[src/design/tmi_pkg.sv]
// ----------------------------------------------------------------------------
// tmi_pkg
// Shared constants, codes and controller/datapath interface types for the
// tempo map interpolator.
// ----------------------------------------------------------------------------
package tmi_pkg;

	localparam int TABLE_DEPTH = 16;
	localparam int ADDR_W      = $clog2(TABLE_DEPTH);
	localparam int CNT_W       = $clog2(TABLE_DEPTH + 1);

	localparam int FUNC_W      = 2;
	localparam int INDEX_W     = 4;
	localparam int POS_W       = 31;
	localparam int VAL_W       = 32;
	localparam int ENTRY_W     = 2 * POS_W;
	localparam int S_FIELDS_W  = INDEX_W + 2 * POS_W + VAL_W;
	localparam int S_TDATA_W   = ((S_FIELDS_W + 7) / 8) * 8;
	localparam int M_TDATA_W   = VAL_W;

	localparam int COUNT_REG_W = 5;
	localparam int TOL_W       = 16;
	localparam int CFG_INDEX_W = 2;
	localparam int CFG_DATA_W  = 16;

	localparam int PROD_W      = 2 * VAL_W;
	localparam int MAG_W       = 2 * POS_W;
	localparam int REM_W       = POS_W + 1;
	localparam int STEP_W      = $clog2(MAG_W);

	localparam logic [VAL_W-1:0] VAL_MAX = {1'b0, {(VAL_W-1){1'b1}}};
	localparam logic [VAL_W-1:0] VAL_MIN = {1'b1, {(VAL_W-1){1'b0}}};

	typedef enum logic [FUNC_W-1:0] {
		FUNC_WRITE = 2'd0,
		FUNC_Q2T   = 2'd1,
		FUNC_T2Q   = 2'd2
	} func_t;

	typedef enum logic [CFG_INDEX_W-1:0] {
		CFG_ENTRY_COUNT = 2'd0,
		CFG_TABLE_AVAIL = 2'd1,
		CFG_SINGLE_TOL  = 2'd2
	} cfg_index_t;

	typedef enum logic [2:0] {
		RES_NONE,
		RES_FAIL,
		RES_WRITE,
		RES_SINGLE,
		RES_INTERP
	} res_sel_t;

	typedef enum logic [3:0] {
		S_IDLE,
		S_DECODE,
		S_READ,
		S_CHECK,
		S_SEG,
		S_DIVINIT,
		S_DIV,
		S_SIGN,
		S_FIN,
		S_DONE
	} state_t;

	typedef struct packed {
		logic     capture;
		logic     ram_wr;
		logic     ram_rd;
		logic     advance;
		logic     seg_load;
		logic     mul;
		logic     div_init;
		logic     div_step;
		logic     apply_sign;
		res_sel_t res_sel;
		logic     out_load;
	} ctrl_cmd_t;

	typedef struct packed {
		func_t func;
		logic  query_ok;
		logic  idx_ok;
		logic  count_one;
		logic  addr_zero;
		logic  addr_last;
		logic  hit;
		logic  delta_zero;
		logic  div_last;
		logic  out_free;
	} dp_status_t;

endpackage

[src/design/tmi_ctrl.sv]
// ----------------------------------------------------------------------------
// tmi_ctrl
// Sequencer for the interpolator: decode, breakpoint scan, multiply,
// iterative divide, result and output handoff.
// ----------------------------------------------------------------------------
module tmi_ctrl (
	input  logic                clk,
	input  logic                arst_n,
	input  logic                in_valid,
	output logic                in_ready,
	input  tmi_pkg::dp_status_t status,
	output tmi_pkg::ctrl_cmd_t  cmd
);

	tmi_pkg::state_t state_q;
	tmi_pkg::state_t state_d;

	always_ff @(posedge clk or negedge arst_n) begin
		if (!arst_n) begin
			state_q <= tmi_pkg::S_IDLE;
		end else begin
			state_q <= state_d;
		end
	end

	always_comb begin
		state_d     = state_q;
		cmd         = '0;
		cmd.res_sel = tmi_pkg::RES_NONE;
		in_ready    = 1'b0;
		case (state_q)
			tmi_pkg::S_IDLE: begin
				in_ready = 1'b1;
				if (in_valid) begin
					cmd.capture = 1'b1;
					state_d     = tmi_pkg::S_DECODE;
				end
			end
			tmi_pkg::S_DECODE: begin
				case (status.func)
					tmi_pkg::FUNC_WRITE: begin
						cmd.ram_wr  = status.idx_ok;
						cmd.res_sel = status.idx_ok ? tmi_pkg::RES_WRITE : tmi_pkg::RES_FAIL;
						state_d     = tmi_pkg::S_DONE;
					end
					tmi_pkg::FUNC_Q2T, tmi_pkg::FUNC_T2Q: begin
						if (status.query_ok) begin
							// entry 0 read goes out now
							cmd.ram_rd = 1'b1;
							state_d    = tmi_pkg::S_CHECK;
						end else begin
							cmd.res_sel = tmi_pkg::RES_FAIL;
							state_d     = tmi_pkg::S_DONE;
						end
					end
					default: begin
						cmd.res_sel = tmi_pkg::RES_FAIL;
						state_d     = tmi_pkg::S_DONE;
					end
				endcase
			end
			tmi_pkg::S_READ: begin
				cmd.ram_rd = 1'b1;
				state_d    = tmi_pkg::S_CHECK;
			end
			tmi_pkg::S_CHECK: begin
				if (status.addr_zero) begin
					if (status.count_one) begin
						cmd.res_sel = tmi_pkg::RES_SINGLE;
						state_d     = tmi_pkg::S_DONE;
					end else begin
						cmd.advance = 1'b1;
						state_d     = tmi_pkg::S_READ;
					end
				end else if (status.hit || status.addr_last) begin
					cmd.seg_load = 1'b1;
					state_d      = tmi_pkg::S_SEG;
				end else begin
					cmd.advance = 1'b1;
					state_d     = tmi_pkg::S_READ;
				end
			end
			tmi_pkg::S_SEG: begin
				if (status.delta_zero) begin
					cmd.res_sel = tmi_pkg::RES_FAIL;
					state_d     = tmi_pkg::S_DONE;
				end else begin
					cmd.mul = 1'b1;
					state_d = tmi_pkg::S_DIVINIT;
				end
			end
			tmi_pkg::S_DIVINIT: begin
				cmd.div_init = 1'b1;
				state_d      = tmi_pkg::S_DIV;
			end
			tmi_pkg::S_DIV: begin
				cmd.div_step = 1'b1;
				if (status.div_last) begin
					state_d = tmi_pkg::S_SIGN;
				end
			end
			tmi_pkg::S_SIGN: begin
				cmd.apply_sign = 1'b1;
				state_d        = tmi_pkg::S_FIN;
			end
			tmi_pkg::S_FIN: begin
				cmd.res_sel = tmi_pkg::RES_INTERP;
				state_d     = tmi_pkg::S_DONE;
			end
			tmi_pkg::S_DONE: begin
				if (status.out_free) begin
					cmd.out_load = 1'b1;
					state_d      = tmi_pkg::S_IDLE;
				end
			end
			default: begin
				state_d = tmi_pkg::S_IDLE;
			end
		endcase
	end

endmodule

[config.mk]
export PLATFORM = sky130hd
export DESIGN_NAME = tmi_ctrl
export DESIGN_NICKNAME = d
export VERILOG_FILES = /design/src/design/tmi_pkg.sv /design/src/design/tmi_ctrl.sv
export SDC_FILE = /design/constraint.sdc
export NUM_CORES = 1
export LEC_CHECK = 0
export ABC_AREA = 1
export BUFFER_PORTS_ARGS = -buffer_cell sky130_fd_sc_hd__buf_2
export CORE_MARGIN = 2
export CORE_UTILIZATION = 25
export CTS_CLUSTER_SIZE = 10
export DETAILED_ROUTE_END_ITERATION = 7
export RECOVER_POWER = 100
export SYNTH_ARGS = -nofsm -noshare
export SYNTH_HDL_FRONTEND = slang
export SYNTH_SLANG_ARGS = --single-unit
[constraint.sdc]
create_clock -name clk -period 2.2 [get_ports clk]
set_input_delay 0.11 -clock clk [delete_from_list [all_inputs] [get_ports clk]]
set_output_delay 0.11 -clock clk [all_outputs]
set_load 0.02 [all_outputs]
==> impl_metrics.ini <==
[timing]
finalMaxSlewViolations = 0
max_freq_ghz = 0.5829
finalSetupViolations = 0
fin_crit_sh_pct = 77.98
setup_ws_ns = 0.4844
worst_pin_slew_ns = 0.3386
rsz0062_at_grt = false
finalHoldViolations = 0
slew_headroom_pct = 77.34
fin_skew_ns = 0.001896
setup_tns_ns = 0
min_period_ns = 1.716

[synth]
syn-num-nets = 103
yosys_warnings = 0
synth_seq_cells = 4
avgSynthCellArea_um2 = 5.882
synthDistinctLibCells = 20
synthesis.area_um2 = 511.7
synthCells = 87
yosysSeqAreaShare_pct = 19.56

[route]
final_antenna_net_count = 0
initialDrtViolationCount = 23
wirelength_um = 1374
viasPerCell = 4.303
wire_per_inst_um = 9.476
drc = 0
firstDrtPassIters = 4
dr_total_vias = 624

[global_route]
grt_start_max_net_pins = 7
grt_first_pass_wirelength_um = 2249
gr-total-overflow = 0
first_global_vias = 577
grt_usage_pct = 11.93
antenna_found_initial = 0

[clocking]
htreeDepth = 1
cts_root_buf = clkbuf_4
ctsResizeCount = 0
cts_sinks = 4
cts_tree = done
path_clk_slew_ns = 0.04
insertion_delay_ns = 0.24
clk_path_buf_depth = 2
numCtsBuffers = 3

[critical_path]
cp_num_buf_inv = 2
crit_family = simple AND/OR/NAND/NOR gates
cp-end-kind = primary output
cp.arrival_ns = 1.61
worstPathMaxFanout = 5
cp-start-kind = flip-flop
cp.required_ns = 2.09
slowest_delay_ns = 0.41
cp_cell_sequence = nor2_1 -> inv_1 -> nor2_2 -> o21ai_0 -> nand2_1 -> buf_2
crit_type = flip-flop to primary output
slowest_stage = dfrtp_1

[worst_hold_path]
hp-class = input port to flip-flop

[cells_and_area]
n_antenna_cell = 0
regMostFlops = state_q
largestRegisters = state_q (4)
fin_cells = 145
nets = 136
drive_gt1_share_pct = 27.12
syn2layout_area_growth_pct = 33.01
largest_reg_flops = 4

[run_status]
status = complete, no violations

[floorplan]
core_um2 = 1942
die_x_um = 49.25
initial_core_util_pct = 26.35
die_area_um2 = 2425
rows = 16
io_pins = 28
fp.dieH_um = 49.25

[pwr]
switching_share_pct = 55.99
p_seq_share_pct = 20.7
p_sw_mw = 0.3730
power_density_nw_per_um2 = 978.9
peakVddDrop_mv = 0.4320
internal-power_mw = 0.2932
clockPowerShare_pct = 13.8
leakage_nw = 0.4226
combPwrFrac_pct = 65.5

[job]
drv_cap = 0

[placement]
dp.cells = 141
hpwl_um = 1143
dp_slack_ns = 0.9341
gp_congestion = 0.8283
portBuffers = 27
## area by class of cell
type / count / area [um2]
clock buffer: 3 / 22.52
timing repair buffer: 28 / 132.6
fill: 231 / 1261
tap: 27 / 33.78
multi-input combinational: 60 / 305.3
sequential: 4 / 100.1
inverter: 23 / 86.33
## kinds of logic after synthesis
group	after synthesis	share of synthesized area [%]
AND/OR/NAND/NOR	52	50.12
buffers and inverters	23	16.87
AO/OA/AOI/OAI	6	8.557
flip-flops	4	19.56
adder cells (fa/ha/maj)	2	4.889
## power by group through the flow
stage | registers [mW] | logic, mW | clock network, mW
after floorplan | 0.139 | 0.344 | 0
after global placement | 0.145 | 0.460 | 0
after detailed placement | 0.146 | 0.461 | 0
after CTS | 0.145 | 0.465 | 0.0935
after global routing | 0.141 | 0.490 | 0.0989
final | 0.138 | 0.436 | 0.0919
## per-layer routing
| layer | global-route usage, % | vias up | wire length [um] |
|---|---|---|---|
| met5 | 0 | - | 0 |
| met4 | 7.143 | 0 | 31 |
| met3 | 1.840 | 4 | 119 |
| met2 | 21.17 | 29 | 650 |
| met1 | 13.22 | 269 | 573 |
| li1 | - | 322 | - |
## Yosys cell counts
master	n	area (um2)
nor2_1	12	45.04
clkinv_1	1	3.750
nor2_4	3	33.78
o21bai_1	1	7.510
ha_1	2	25.02
o21ai_0	1	5.000
inv_2	5	18.77
o22ai_1	1	6.260
nand2_2	2	12.51
a21oi_1	1	5.000
o22ai_2	1	12.51
nor4_1	1	6.260
nand4_2	1	12.51
nand2_1	23	86.33
nand3_1	5	25.02
dfrtp_1	4	100.1
o211ai_1	1	7.510
inv_1	17	63.81
nand3_2	1	10.01
nor2_2	4	25.02
## repair_timing
| item | 4_1_cts | 5_1_grt |
|---|---|---|
| hold buffers | 1 | 0 |
| endpoints found under the hold margin | 4 | 0 |
| endpoints found under the setup margin | 0 | 0 |
| buffers inserted | 0 | 0 |
## final timing paths
path	start	end	slack, ns	cells past startpoint
max in group asynchronous	arst_n	state_q[0]	1.77	2
hold reg to reg	state_q[1]	state_q[0]	0.75	3
setup / recovery	state_q[2]	cmd[1]	0.48	6
hold / removal	status[2]	state_q[2]	0.13	2
min in group asynchronous	arst_n	state_q[1]	0.25	2
setup reg to reg	state_q[2]	state_q[1]	0.85	7
## cell usage in the layout (no fill, tap or decap), types with 2 or more instances in the layout
cell      count
inv_2         4
nor2_2        3
ha_1          2
clkbuf_4      3
nand3_1       5
dfrtp_1       4
inv_1        18
buf_2        17
nand2_1      24
nor2_1       15
clkbuf_1     10
## per-stage QoR
stage,total power [mW],utilization [%],hold WS (ns),area (um2)
floorplan,0.4830,-,-0.1856,511.7
global placement,0.6052,35.05,-0.08483,680.7
detailed placement,0.6073,35.05,-0.08376,680.7
CTS,0.7035,36.73,0.1319,713.2
global route,0.7304,35.05,0.1511,680.7
finish,0.6663,35.05,0.1295,680.7
Note: power is estimated with default switching activity, not from simulation.
